### src/rtl/csl_pkg.sv
// Package for the clustered sine length generator.
// Holds counts, register and action codes, sequencer constants and the sine table.
// No dependencies.
package csl_pkg;

	localparam int MUSCLE_COUNT = 24;
	localparam int CLUSTER_COUNT = 8;

	// Register indexes of the configuration port.
	localparam logic [1:0] REG_REST_LENGTH = 2'd0;
	localparam logic [1:0] REG_STRETCH_FACTOR = 2'd1;
	localparam logic [1:0] REG_DC_OFFSET = 2'd2;

	// Item kinds.
	localparam logic ACTION_WRITE = 1'b0;
	localparam logic ACTION_TICK = 1'b1;

	// round(2^32 / (2*pi)): radians in Q24.24 times this gives a binary angle at bit 40.
	localparam logic [29:0] TURN_SCALE = 30'd683565276;

	localparam logic [4:0] LAST_MUSCLE = 5'd23;
	localparam logic [2:0] LAST_CLUSTER = 3'd7;
	// Clusters below this one drive four muscles, the others two.
	localparam logic [2:0] FIRST_PAIR_CLUSTER = 3'd4;

	// Quarter-wave sine, sin(k*pi/32)*32767; entry 17 repeats the peak so the step is zero.
	function automatic logic [14:0] quarter_sine(input logic [4:0] k);
		logic [14:0] v;
		case (k)
			5'd0: v = 15'd0;
			5'd1: v = 15'd3212;
			5'd2: v = 15'd6393;
			5'd3: v = 15'd9512;
			5'd4: v = 15'd12539;
			5'd5: v = 15'd15447;
			5'd6: v = 15'd18204;
			5'd7: v = 15'd20787;
			5'd8: v = 15'd23170;
			5'd9: v = 15'd25329;
			5'd10: v = 15'd27245;
			5'd11: v = 15'd28898;
			5'd12: v = 15'd30273;
			5'd13: v = 15'd31356;
			5'd14: v = 15'd32137;
			5'd15: v = 15'd32609;
			default: v = 15'd32767;
		endcase
		return v;
	endfunction

endpackage

### src/rtl/csl_in_if.sv
// Input channel of the clustered sine length generator: valid, ready and one input item.
// Depends on nothing but the field widths it declares.
interface csl_in_if;
	logic valid;
	logic ready;
	logic action;
	logic [2:0] cluster_index;
	logic [15:0] amplitude;
	logic [15:0] angular_rate;
	logic signed [15:0] phase_step;
	logic [15:0] time_step;

	modport source(output valid, action, cluster_index, amplitude, angular_rate,
		phase_step, time_step, input ready);
	modport sink(input valid, action, cluster_index, amplitude, angular_rate,
		phase_step, time_step, output ready);
endinterface

### src/rtl/csl_out_if.sv
// Output channel of the clustered sine length generator: valid, ready and one result item.
// Depends on nothing but the field widths it declares.
interface csl_out_if;
	logic valid;
	logic ready;
	logic [4:0] muscle_index;
	logic [15:0] target_length;
	logic last;

	modport source(output valid, muscle_index, target_length, last, input ready);
	modport sink(input valid, muscle_index, target_length, last, output ready);
endinterface

### src/rtl/clustered_sine_length_generator.sv
// Top level of the clustered sine length generator.
// Uses csl_pkg and the csl_in_if / csl_out_if channel interfaces.
//
// Usage:
// in_ch takes two kinds of item. A write item (action 0) stores amplitude, angular rate
// and phase step for one of eight clusters. A tick item (action 1) adds time_step to
// the elapsed time and produces 24 items on out_ch, muscles 0 to 23, the last one
// flagged with last.
// All products run through one shift-add multiplier that handles one multiplier bit
// per cycle. After the tick is taken, it first computes the two clamp limits, then
// for each cluster the products rate times time, turn scale, interpolation and
// amplitude, and then emits the lengths of that cluster.
// Lengths of one cluster are equal and go out back to back, one per cycle while out_ch is ready.
// in_ch is ready only while no tick is in progress; the final item of a tick may
// still wait in the output register while the next item is taken.
// When out_ch stalls, the sequencer holds at the next length until the output
// register frees up.
// Reset clears the tables, elapsed time and the output valid, and loads the
// registers with rest length 1.0, stretch factor 0.5 and offset 1.0.
// The configuration port writes one register per cycle with cfg_we; the user must write
// it only while the block is idle, which the block itself does not enforce.
module clustered_sine_length_generator (
	input  logic clk,
	input  logic arst_n,
	csl_in_if.sink in_ch,
	csl_out_if.source out_ch,
	input  logic cfg_we,
	input  logic [1:0] cfg_index,
	input  logic [15:0] cfg_data
);
	import csl_pkg::*;

	localparam logic [2:0] ST_IDLE = 3'd0;
	localparam logic [2:0] ST_LIM_LO = 3'd1;
	localparam logic [2:0] ST_LIM_HI = 3'd2;
	localparam logic [2:0] ST_RATE = 3'd3;
	localparam logic [2:0] ST_TURN = 3'd4;
	localparam logic [2:0] ST_INTERP = 3'd5;
	localparam logic [2:0] ST_AMP = 3'd6;
	localparam logic [2:0] ST_EMIT = 3'd7;

	logic [2:0] state_q;

	// Configuration registers.
	logic [15:0] rest_q, factor_q, dc_q;

	// Cluster tables and tick state.
	logic [15:0] amp_tab_q [CLUSTER_COUNT];
	logic [15:0] rate_tab_q [CLUSTER_COUNT];
	logic [15:0] step_tab_q [CLUSTER_COUNT];
	logic [31:0] elapsed_q;
	logic [15:0] rphase_q;
	logic [2:0] cl_q;
	logic [4:0] muscle_q;
	logic [2:0] left_q;
	logic [15:0] lo_q;
	logic [16:0] hi_q;
	logic [14:0] base_q;
	logic neg_q;
	logic [15:0] len_q;

	// Shift-add multiplier.
	logic [55:0] acc_q, mc_q;
	logic [29:0] mp_q;
	logic [4:0] cnt_q;

	// Output register.
	logic ovalid_q, olast_q;
	logic [4:0] omuscle_q;
	logic [15:0] olen_q;
	logic emit_take;

	assign in_ch.ready = (state_q == ST_IDLE);
	assign out_ch.valid = ovalid_q;
	assign out_ch.muscle_index = omuscle_q;
	assign out_ch.target_length = olen_q;
	assign out_ch.last = olast_q;

	// A length moves into the output register when that register is free or being read.
	assign emit_take = (state_q == ST_EMIT) && (!ovalid_q || out_ch.ready);

	// Sine preparation from the finished turn product.
	logic [15:0] angle;
	logic [14:0] qoff;
	logic [14:0] tab_lo, tab_hi;
	assign angle = acc_q[55:40] + rphase_q;
	assign qoff = angle[14] ? (15'd16384 - {1'b0, angle[13:0]}) : {1'b0, angle[13:0]};
	assign tab_lo = quarter_sine(qoff[14:10]);
	assign tab_hi = quarter_sine(qoff[14:10] + 5'd1);

	// Amplitude scaling, offset and clamping of the finished amplitude product.
	logic [30:0] mag;
	logic [31:0] mag_rnd;
	logic signed [17:0] wave, len_s;
	logic [16:0] clamped;
	assign mag = acc_q[30:0];
	assign mag_rnd = {1'b0, mag} + 32'd32767;
	// Negative products round away from zero, positive ones toward zero.
	assign wave = neg_q ? -$signed({1'b0, mag_rnd[31:15]})
		: $signed({2'b00, mag[30:15]});
	assign len_s = wave + $signed({2'b00, dc_q});
	always_comb begin
		if (len_s <= $signed({2'b00, lo_q})) begin
			clamped = {1'b0, lo_q};
		end else if (len_s >= $signed({1'b0, hi_q})) begin
			clamped = hi_q;
		end else begin
			clamped = len_s[16:0];
		end
	end

	// Configuration writes.
	always_ff @(posedge clk or negedge arst_n) begin
		if (!arst_n) begin
			rest_q <= 16'd4096;
			factor_q <= 16'd32768;
			dc_q <= 16'd4096;
		end else if (cfg_we) begin
			case (cfg_index)
				REG_REST_LENGTH: rest_q <= cfg_data;
				REG_STRETCH_FACTOR: factor_q <= cfg_data;
				REG_DC_OFFSET: dc_q <= cfg_data;
				default: ;
			endcase
		end
	end

	// Sequencer, multiplier and output register.
	always_ff @(posedge clk or negedge arst_n) begin
		if (!arst_n) begin
			state_q <= ST_IDLE;
			elapsed_q <= '0;
			rphase_q <= '0;
			cl_q <= '0;
			muscle_q <= '0;
			left_q <= '0;
			cnt_q <= '0;
			ovalid_q <= 1'b0;
			for (int i = 0; i < CLUSTER_COUNT; i++) begin
				amp_tab_q[i] <= '0;
				rate_tab_q[i] <= '0;
				step_tab_q[i] <= '0;
			end
		end else begin
			// One multiplier bit per cycle.
			if (cnt_q != 5'd0) begin
				if (mp_q[0]) begin
					acc_q <= acc_q + mc_q;
				end
				mc_q <= {mc_q[54:0], 1'b0};
				mp_q <= {1'b0, mp_q[29:1]};
				cnt_q <= cnt_q - 5'd1;
			end
			// Output valid rises with a new length and falls when the item is taken.
			if (emit_take) begin
				ovalid_q <= 1'b1;
			end else if (ovalid_q && out_ch.ready) begin
				ovalid_q <= 1'b0;
			end
			case (state_q)
				ST_IDLE: begin
					if (in_ch.valid) begin
						if (in_ch.action == ACTION_WRITE) begin
							amp_tab_q[in_ch.cluster_index] <= in_ch.amplitude;
							rate_tab_q[in_ch.cluster_index] <= in_ch.angular_rate;
							step_tab_q[in_ch.cluster_index] <= in_ch.phase_step;
						end else begin
							elapsed_q <= elapsed_q + {16'd0, in_ch.time_step};
							acc_q <= '0;
							mc_q <= {40'd0, rest_q};
							mp_q <= {13'd0, 17'h10000 - {1'b0, factor_q}};
							cnt_q <= 5'd17;
							state_q <= ST_LIM_LO;
						end
					end
				end
				ST_LIM_LO: begin
					if (cnt_q == 5'd0) begin
						lo_q <= acc_q[31:16];
						acc_q <= '0;
						mc_q <= {40'd0, rest_q};
						mp_q <= {13'd0, 17'h10000 + {1'b0, factor_q}};
						cnt_q <= 5'd17;
						state_q <= ST_LIM_HI;
					end
				end
				ST_LIM_HI: begin
					if (cnt_q == 5'd0) begin
						hi_q <= acc_q[32:16];
						cl_q <= '0;
						muscle_q <= '0;
						rphase_q <= '0;
						acc_q <= '0;
						mc_q <= {24'd0, elapsed_q};
						mp_q <= {14'd0, rate_tab_q[0]};
						cnt_q <= 5'd16;
						state_q <= ST_RATE;
					end
				end
				ST_RATE: begin
					if (cnt_q == 5'd0) begin
						acc_q <= '0;
						mc_q <= {8'd0, acc_q[47:0]};
						mp_q <= TURN_SCALE;
						cnt_q <= 5'd30;
						state_q <= ST_TURN;
					end
				end
				ST_TURN: begin
					if (cnt_q == 5'd0) begin
						base_q <= tab_lo;
						neg_q <= angle[15];
						acc_q <= '0;
						mc_q <= {41'd0, tab_hi - tab_lo};
						mp_q <= {20'd0, qoff[9:0]};
						cnt_q <= 5'd10;
						state_q <= ST_INTERP;
					end
				end
				ST_INTERP: begin
					if (cnt_q == 5'd0) begin
						acc_q <= '0;
						mc_q <= {40'd0, amp_tab_q[cl_q]};
						mp_q <= {15'd0, base_q + acc_q[24:10]};
						cnt_q <= 5'd15;
						state_q <= ST_AMP;
					end
				end
				ST_AMP: begin
					if (cnt_q == 5'd0) begin
						len_q <= clamped[16] ? 16'hFFFF : clamped[15:0];
						left_q <= (cl_q < FIRST_PAIR_CLUSTER) ? 3'd4 : 3'd2;
						state_q <= ST_EMIT;
					end
				end
				ST_EMIT: begin
					// Hand one length to the output register when it is free or being read.
					if (emit_take) begin
						omuscle_q <= muscle_q;
						olen_q <= len_q;
						olast_q <= (muscle_q == LAST_MUSCLE);
						muscle_q <= muscle_q + 5'd1;
						left_q <= left_q - 3'd1;
						if (left_q == 3'd1) begin
							rphase_q <= rphase_q + step_tab_q[cl_q];
							if (cl_q == LAST_CLUSTER) begin
								state_q <= ST_IDLE;
							end else begin
								cl_q <= cl_q + 3'd1;
								acc_q <= '0;
								mc_q <= {24'd0, elapsed_q};
								mp_q <= {14'd0, rate_tab_q[cl_q + 3'd1]};
								cnt_q <= 5'd16;
								state_q <= ST_RATE;
							end
						end
					end
				end
				default: state_q <= ST_IDLE;
			endcase
		end
	end

	// The flagged item is always muscle 23.
	a_last_muscle: assert property (@(posedge clk) disable iff (!arst_n)
		ovalid_q && olast_q |-> omuscle_q == LAST_MUSCLE)
		else $error("last flag on a muscle other than the final one");

	// Emission never runs with an empty cluster count.
	a_emit_left: assert property (@(posedge clk) disable iff (!arst_n)
		state_q == ST_EMIT |-> left_q != 3'd0)
		else $error("emitting with no muscles left in the cluster");

	// The multiplier is quiet whenever the block waits for items.
	a_idle_mul: assert property (@(posedge clk) disable iff (!arst_n)
		state_q == ST_IDLE |-> cnt_q == 5'd0)
		else $error("multiplier busy while idle");

	// A tick leaves the idle state and restarts from the limits.
	a_tick_start: assert property (@(posedge clk) disable iff (!arst_n)
		in_ch.valid && in_ch.ready && in_ch.action == ACTION_TICK |=> state_q == ST_LIM_LO)
		else $error("tick item did not start the sequence");

endmodule

### src/flat_wrapper.sv
// flat-port wrapper written by rule: the top's interface ports become plain ports
module clustered_sine_length_generator_flat import csl_pkg::*;
  (clk, arst_n, cfg_we, cfg_index, cfg_data, in_ch_valid, in_ch_action, in_ch_cluster_index, in_ch_amplitude, in_ch_angular_rate, in_ch_phase_step, in_ch_time_step, in_ch_ready, out_ch_valid, out_ch_muscle_index, out_ch_target_length, out_ch_last, out_ch_ready);
  csl_in_if in_ch_i ();
  csl_out_if out_ch_i ();
  input  logic clk;
  input  logic arst_n;
  input  logic cfg_we;
  input  logic [1:0] cfg_index;
  input  logic [15:0] cfg_data;
  input wire logic [$bits(in_ch_i.valid)-1:0] in_ch_valid;
  input wire logic [$bits(in_ch_i.action)-1:0] in_ch_action;
  input wire logic [$bits(in_ch_i.cluster_index)-1:0] in_ch_cluster_index;
  input wire logic [$bits(in_ch_i.amplitude)-1:0] in_ch_amplitude;
  input wire logic [$bits(in_ch_i.angular_rate)-1:0] in_ch_angular_rate;
  input wire logic [$bits(in_ch_i.phase_step)-1:0] in_ch_phase_step;
  input wire logic [$bits(in_ch_i.time_step)-1:0] in_ch_time_step;
  output wire logic [$bits(in_ch_i.ready)-1:0] in_ch_ready;
  output wire logic [$bits(out_ch_i.valid)-1:0] out_ch_valid;
  output wire logic [$bits(out_ch_i.muscle_index)-1:0] out_ch_muscle_index;
  output wire logic [$bits(out_ch_i.target_length)-1:0] out_ch_target_length;
  output wire logic [$bits(out_ch_i.last)-1:0] out_ch_last;
  input wire logic [$bits(out_ch_i.ready)-1:0] out_ch_ready;
  assign in_ch_i.valid = in_ch_valid;
  assign in_ch_i.action = in_ch_action;
  assign in_ch_i.cluster_index = in_ch_cluster_index;
  assign in_ch_i.amplitude = in_ch_amplitude;
  assign in_ch_i.angular_rate = in_ch_angular_rate;
  assign in_ch_i.phase_step = in_ch_phase_step;
  assign in_ch_i.time_step = in_ch_time_step;
  assign in_ch_ready = in_ch_i.ready;
  assign out_ch_valid = out_ch_i.valid;
  assign out_ch_muscle_index = out_ch_i.muscle_index;
  assign out_ch_target_length = out_ch_i.target_length;
  assign out_ch_last = out_ch_i.last;
  assign out_ch_i.ready = out_ch_ready;
  clustered_sine_length_generator u_core (.clk(clk), .arst_n(arst_n), .in_ch(in_ch_i), .out_ch(out_ch_i), .cfg_we(cfg_we), .cfg_index(cfg_index), .cfg_data(cfg_data));
endmodule
### config.mk
export PLATFORM = sky130hd
export DESIGN_NAME = clustered_sine_length_generator_flat
export DESIGN_NICKNAME = d
export VERILOG_FILES = /design/src/rtl/csl_pkg.sv /design/src/rtl/csl_in_if.sv /design/src/rtl/csl_out_if.sv /design/src/rtl/clustered_sine_length_generator.sv /design/src/flat_wrapper.sv
export SDC_FILE = /design/constraint.sdc
export NUM_CORES = 2
export LEC_CHECK = 0
export BUFFER_PORTS_ARGS = -buffer_cell sky130_fd_sc_hd__buf_2
export CORE_ASPECT_RATIO = 0.7
export CORE_MARGIN = 3
export CORE_UTILIZATION = 58
export DETAILED_ROUTE_END_ITERATION = 10
export PLACE_DENSITY_LB_ADDON = 0.25
export SETUP_SLACK_MARGIN = 0.3
export SYNTH_ARGS = -nofsm -noshare
export SYNTH_HDL_FRONTEND = slang
export SYNTH_SLANG_ARGS = --single-unit
### constraint.sdc
create_clock -name clk -period 6.29 [get_ports clk]
set_input_delay 1.258 -clock clk [delete_from_list [all_inputs] [get_ports clk]]
set_output_delay 1.258 -clock clk [all_outputs]
set_load 0.02 [all_outputs]
* After elaboration in Yosys (flattened, before gate mapping)
Memory sizes are Yosys's and may differ from the RTL's.
Index checks and enable logic that the tools add are counted.
** Word-level totals
- Register bits after elaboration :: 729
- Memory bits (read-only) :: 480
- Memories :: 2
- Word-level logic and storage cells :: 222
** Operators by class
- $add $sub $neg :: 17
- Bitwise gates (word level) :: 4
- Mux-type cells :: 95
- Magnitude comparators :: 7
- Eq/ne operators :: 23
- Reduce and logical (&&, ||, !) cells :: 28
** Memory list
- (no name shown) :: words 16, width 15, read ports 1, clocked after Yosys merged registers in 0, wr ports 0, line csl_pkg.sv:29 : case (k)
- (no name shown) :: words 16, width 15, read ports 1, clocked after Yosys merged registers in 0, wr ports 0, line csl_pkg.sv:29
** Operator list (number)
- $mux W56 :: 19
- $pmux W56 S7 :: 1
- $bwmux W128 :: 3
- $mux W30 :: 11
- $pmux W30 S7 :: 1
- $pmux W56 S3 :: 1
- $mux W16 :: 10
- $bmux W16 S3 :: 3
- $mux W5 :: 13
- $add A56 B56 Y56 :: 1
- $mux W3 :: 17
- $demux W16 S3 :: 1
- $mux W15 :: 3
- $pmux W5 S7 :: 1
- $mux W17 :: 2
- $add A16 B16 Y16 :: 2
- $add A31 B15 Y32 const B :: 1
- $add A32 B16 Y32 :: 1
- $pmux W16 S2 :: 1
- $reduce_and A3 Y1 :: 9
- $pmux W3 S8 :: 1
- $add A18 B17 Y18 :: 1
- $ge A18 B18 Y1 :: 1
- $le A18 B17 Y1 :: 1
- other kinds (41) :: 69

* Logic depth before layout (Yosys ltp)
- Word-level depth :: 9
- Gate-level depth with buffers :: 34
- Mapped depth without buffers :: 33

* Worst setup path after synthesis
OpenSTA, ideal clock, no wires.
- Kind :: flip-flop to flip-flop
- Start :: reg u_core.acc_q[40]
- End :: reg u_core.mc_q[14] (data pin)
- Setup slack :: -0.477 ns
- Stages on the path, launching flop included :: 33
- Arrival time :: 6.507 ns
- Data required time :: 6.030 ns
- Setup time :: 0.260 ns
- Period minus slack after synthesis :: 6.767 ns
- Buffers on the path :: 3
- Path through :: edfxtp_1 ha_1 inv_1 fa_1 nand2b_1 a211o_1 a211o_1 a31o_1 a311oi_2 a21oi_1 xnor2_1 buf_2 ha_1 clkbuf_1 clkbuf_1 a21oi_1 o22ai_1 a21oi_1 nor2_1 ha_1 inv_1 fa_1 a21o_1 a21oi_1 o21ai_0 a211oi_1 a211oi_1 nor2_1 a21oi_1 a31o_2 xnor2_2 nor4b_2 o31ai_2
** On the way
- Cells in the longest elaborated chain, start to end :: 9
- Elaborated cells on any way between the ends :: 11
- Those cells by class :: add/sub: 4; mux: 5; memory: 2
** RTL lines
- start, declared :: line clustered_sine_length_generator.sv:63 : logic [55:0] acc_q, mc_q;
- start signal, assigned :: line clustered_sine_length_generator.sv:148 : acc_q <= acc_q + mc_q;
- $add A16 B16 Y16 (*) :: line clustered_sine_length_generator.sv:86 : assign angle = acc_q[55:40] + rphase_q;
- $sub A15 B14 Y15 :: line clustered_sine_length_generator.sv:87 : assign qoff = angle[14] ? (15'd16384 - {1'b0, angle[13:0]}) : {1'b0, angle[13:0]};
- $mux W15 (*) :: line clustered_sine_length_generator.sv:87
- $add A5 B1 Y5 :: line clustered_sine_length_generator.sv:89 : assign tab_hi = quarter_sine(qoff[14:10] + 5'd1);
- $mem_v2 Z16 W15
- $mux W15 :: line csl_pkg.sv:29
- $sub A15 B15 Y15 (*) :: line clustered_sine_length_generator.sv:214 : mc_q <= {41'd0, tab_hi - tab_lo};
- $mux W56 (*) :: line clustered_sine_length_generator.sv:210 : if (cnt_q == 5'd0) begin
- $pmux W56 S7 (*) :: line clustered_sine_length_generator.sv:160 : case (state_q)
- end signal, assigned :: line clustered_sine_length_generator.sv:170 : mc_q <= {40'd0, rest_q};
- end signal, assigned :: line clustered_sine_length_generator.sv:214
- end signal, assigned :: line clustered_sine_length_generator.sv:223 : mc_q <= {40'd0, amp_tab_q[cl_q]};
- end, declared :: line clustered_sine_length_generator.sv:63
Every way passes the cells marked *; elsewhere a longest branch is shown, timed or not.
A chain may end at the register's enable or synchronous reset.

* Worst setup path in the final report
Ends and elaborated chain as after synthesis.

==> reports/qor_table.md <==
| Result | Value |
| --- | --- |
| Startpoint type of the worst setup path | flop |
| Headroom to the max-slew limit | 0.221 |
| Total die area | 78,800 sq um |
| Final estimated routing congestion in global placement | 0.999 |
| Post-Synthesis Cells | 4,034 |
| Global-route usage over all layers | 0.319 |
| Number of storage elements in the synthesis netlist | 729 |
| Detailed Place HPWL | 88,000 um |
| CP max FO | 9 |
| Drt pass-1 iters | 8 |
| Placeable core region | 74,000 sq um |
| Boundary pin count | 115 |
| Largest buffer count on any clock path | 3 |
| Vias in the first global route | 32,364 |
| Effective utilization at floorplan | 0.591 |
| Setup repair after global routing missed its margin | yes |
| Area share of the largest cell type after synthesis | 0.284 |
| Cell accounting for the most synthesized area | sky130_fd_sc_hd__dfrtp_1 |
| Number of nets produced by synthesis | 4,328 |
| Global-route wire length before repair | 196,000 um |
| Share of synthesized area occupied by flip-flops and latches | 0.443 |
| Maximum number of pins on one net before global-route repair | 177 |
| Antenna violations before repair | 8 |
| Overflow left after global routing | 0 |
| Slew at the pin with the worst max-slew slack | 1.14 ns |
| Total wire length after detailed routing | 129,000 um |
| Slowest stage cell on the critical path | sky130_fd_sc_hd__fa_2 |
| Initial DRC Count | 4,405 |
| Fraction of synthesis flops using an asynchronous set or reset pin | 0.686 |
| Antenna violation net count after detailed routing | 0 |
| Residual DRC | 0 |
| Max-capacitance violation count | 0 |
| Count of placed standard cells including taps | 5,034 |
| Area of all sequential standard cells | 19,400 sq um |
| Netlist cell types | 102 |
| Clock tree from TritonCTS | done |
| Nets@finish | 4,482 |
| Number of buffers added by the clock tree synthesis step | 72 |
| Final setup skew | 0.0497 ns |
| Mean routed wirelength per cell | 24.7 um |
| Clock sink count | 729 |
| Vias per cell | 6.58 |
| Finish-stage setup viols | 0 |
| Dominant synthesized flop cell | sky130_fd_sc_hd__dfrtp_1 |
| Count of endpoints failing hold in the final timing report | 0 |
| Area growth syn-to-layout | 13.2% |
| Number of flops mapped to enable cells by yosys | 229 |
| Multi-input logic area | 23,600 sq um |
| Status | completed |
| Critical path data required time | 6.69 ns |
| Mean post-synth cell area | 10.8 sq um |
| Arrival time at the worst endpoint | 6.50 ns |
| Buffer type at the clock tree root | sky130_fd_sc_hd__clkbuf_16 |
| Horiz. Die Dim | 334 um |
| Hold Worst Slack | 0.418 ns |
| Clock transition time at the flip-flop clock pins of the worst setup and hold paths | 0.06 ns |
| Post-synthesis instance area | 43,700 sq um |
| Post-route clock period utilization | 0.970 |
| # rows | 83 |
| Capturing element type of the critical path | flop |
| Delay of the slowest cell on the worst path | 0.38 ns |
| Slew Viols, Final | 0 |
| Yosys Warn Count | 0 |
| Count of input and output buffers | 114 |
| Fillers | 5,571 |
| Final standard cell count with taps included and fillers excluded | 5,226 |
| Tmin final | 6.10 ns |
| Dominant cells by area after synthesis | sky130_fd_sc_hd__dfrtp_1, sky130_fd_sc_hd__edfxtp_1, sky130_fd_sc_hd__mux2_2, sky130_fd_sc_hd__ha_1, sky130_fd_sc_hd__mux4_2 |
| Vias post-DR | 34,403 |
| Layout cell share with drive strength beyond 1 | 0.269 |
| Max Fclk | 164 MHz |
| H-tree levels | 3 |
| Clock latency on the worst-skew pair | 0.68 ns |
| Hold/Removal Path Class | reg -> reg |
| Die Y-Extent | 236 um |
| Critical setup path kind | reg -> reg |
cell type report:
type,count,share of cell area
inverters,148,0.0115
diodes,3,0.000152
flip-flops and latches,729,0.392
clock inverters,33,0.00862
clock buffers,99,0.0413
well taps,977,0.0247
multi-input cells,2926,0.476
repair buffers,311,0.0455
kinds of logic (layout without fill, tap and decap cells):
group           Yosys count  after routing  share of synthesized area
simple gates            892            892                     0.0938
compound gates         1035           1036                      0.152
flops                   729            729                      0.443
buf+inv                 380            591                     0.0337
fa+ha+maj               203            203                     0.0593
other cells               0              3                          0
mux                     615            615                      0.181
xor+xnor                180            180                     0.0367
flip-flops by register name, summed over array words and instances (netlist names), 17 cells and up:
signal / flops
u_core.step_tab_q: 128
u_core.amp_tab_q: 128
u_core.mp_q: 30
u_core.mc_q: 56
u_core.hi_q: 17
u_core.rate_tab_q: 128
u_core.elapsed_q: 32
u_core.acc_q: 56
Yosys cell counts, drive strengths merged (49+ instances only):
library cell and number:
a22oi 49, edfxtp 229, nand2 366, mux2 454
a21o 71, dfrtp 497, clkbuf 176, mux4 96
nor2 221, ha 196, mux2i 65, xor2 53
nor3 50, nand3 64, a21oi 329, buf 56
inv 146, o21ai 213, xnor2 127
per-layer routing:
layer | vias to the layer above | global-route usage | wire length, um
met5 | - | 0 | 30
met4 | 6 | 0.0877 | 3660
met3 | 279 | 0.0799 | 13600
met2 | 1649 | 0.460 | 55200
met1 | 17090 | 0.479 | 56600
li1 | 15379 | - | -
worst paths after layout:
kind | slack, ns | endpoint | start | cells past startpoint
worst max-delay path | 0.19 | u_core.mc_q[14]$_DFFE_PP_ | u_core.acc_q[40]$_DFFE_PP_ | 30
worst min-delay path | 0.42 | u_core.out_ch.target_length[9]$_DFFE_PP_ | u_core.len_q[9]$_SDFFCE_PP1P_ | 0
worst max register to register | 0.19 | u_core.mc_q[14]$_DFFE_PP_ | u_core.acc_q[40]$_DFFE_PP_ | 30
worst min register to register | 0.42 | u_core.out_ch.target_length[9]$_DFFE_PP_ | u_core.len_q[9]$_SDFFCE_PP1P_ | 0
max in group asynchronous | 3.82 | u_core.amp_tab_q[5]$_DFFE_PN0P_ | arst_n | 3
min in group asynchronous | 0.56 | u_core.elapsed_q[17]$_DFFE_PN0P_ | arst_n | 1
critical path, delay by kind of cell, from the launching register on:
kind	cells	cell delay, ns
flops	1	0.35
buf+inv	5	0.56
xor+xnor	2	0.31
compound gates	16	2.97
simple gates	4	0.72
fa+ha+maj	3	0.92
stage by stage:
step	cell area, sq um	TNS (ns)	worst slack (ns)	util
2_1_floorplan	43900	0	0.303	-
3_3_place_gp	46000	0	0.0328	0.621
3_5_place_dp	46000	-0.243	-0.0966	0.621
4_1_cts	48900	0	0.175	0.660
5_1_grt	49500	-0.0496	-0.0496	0.669
6_report	49500	0	0.190	0.669
timing repair:
| action | in CTS | in global routing |
|---|---|---|
| buffers inserted | 26 | 27 |
| pin swaps | 34 | 54 |
| endpoints found under the setup margin | 25 | 27 |
| resized for setup | 46 | 91 |
| hold buffers | 0 | 0 |
| gates cloned | 2 | 2 |
cells in the final DEF (no fill, tap or decap), types with 13 or more instances in the layout:
cell type	n
sky130_fd_sc_hd__o21ai_0	187
sky130_fd_sc_hd__xor2_1	52
sky130_fd_sc_hd__o21a_1	26
sky130_fd_sc_hd__mux2i_1	64
sky130_fd_sc_hd__o221ai_1	39
sky130_fd_sc_hd__clkbuf_1	13
sky130_fd_sc_hd__o21bai_1	24
sky130_fd_sc_hd__nor3_1	43
sky130_fd_sc_hd__mux2_2	454
sky130_fd_sc_hd__mux4_2	96
sky130_fd_sc_hd__clkbuf_8	14
sky130_fd_sc_hd__a21o_1	71
sky130_fd_sc_hd__o22ai_1	25
sky130_fd_sc_hd__nand4_1	27
sky130_fd_sc_hd__or3_1	14
sky130_fd_sc_hd__xnor2_1	117
sky130_fd_sc_hd__and3_1	14
sky130_fd_sc_hd__dfrtp_1	491
sky130_fd_sc_hd__o211ai_1	20
sky130_fd_sc_hd__clkbuf_16	73
sky130_fd_sc_hd__o31ai_1	21
sky130_fd_sc_hd__nand2_1	357
sky130_fd_sc_hd__a221oi_1	20
sky130_fd_sc_hd__a21oi_2	16
sky130_fd_sc_hd__edfxtp_1	229
sky130_fd_sc_hd__buf_4	180
sky130_fd_sc_hd__inv_1	139
sky130_fd_sc_hd__buf_2	113
sky130_fd_sc_hd__a31oi_1	22
sky130_fd_sc_hd__a22oi_1	48
sky130_fd_sc_hd__nor2_1	211
sky130_fd_sc_hd__ha_1	188
sky130_fd_sc_hd__nand3_1	62
sky130_fd_sc_hd__o21ai_2	13
sky130_fd_sc_hd__a211oi_1	38
sky130_fd_sc_hd__nor2b_1	33
sky130_fd_sc_hd__a21oi_1	310
Power is left out: the tool's default activity adds up to more than one toggle a clock period on the data nets, which glitch-free logic cannot reach.
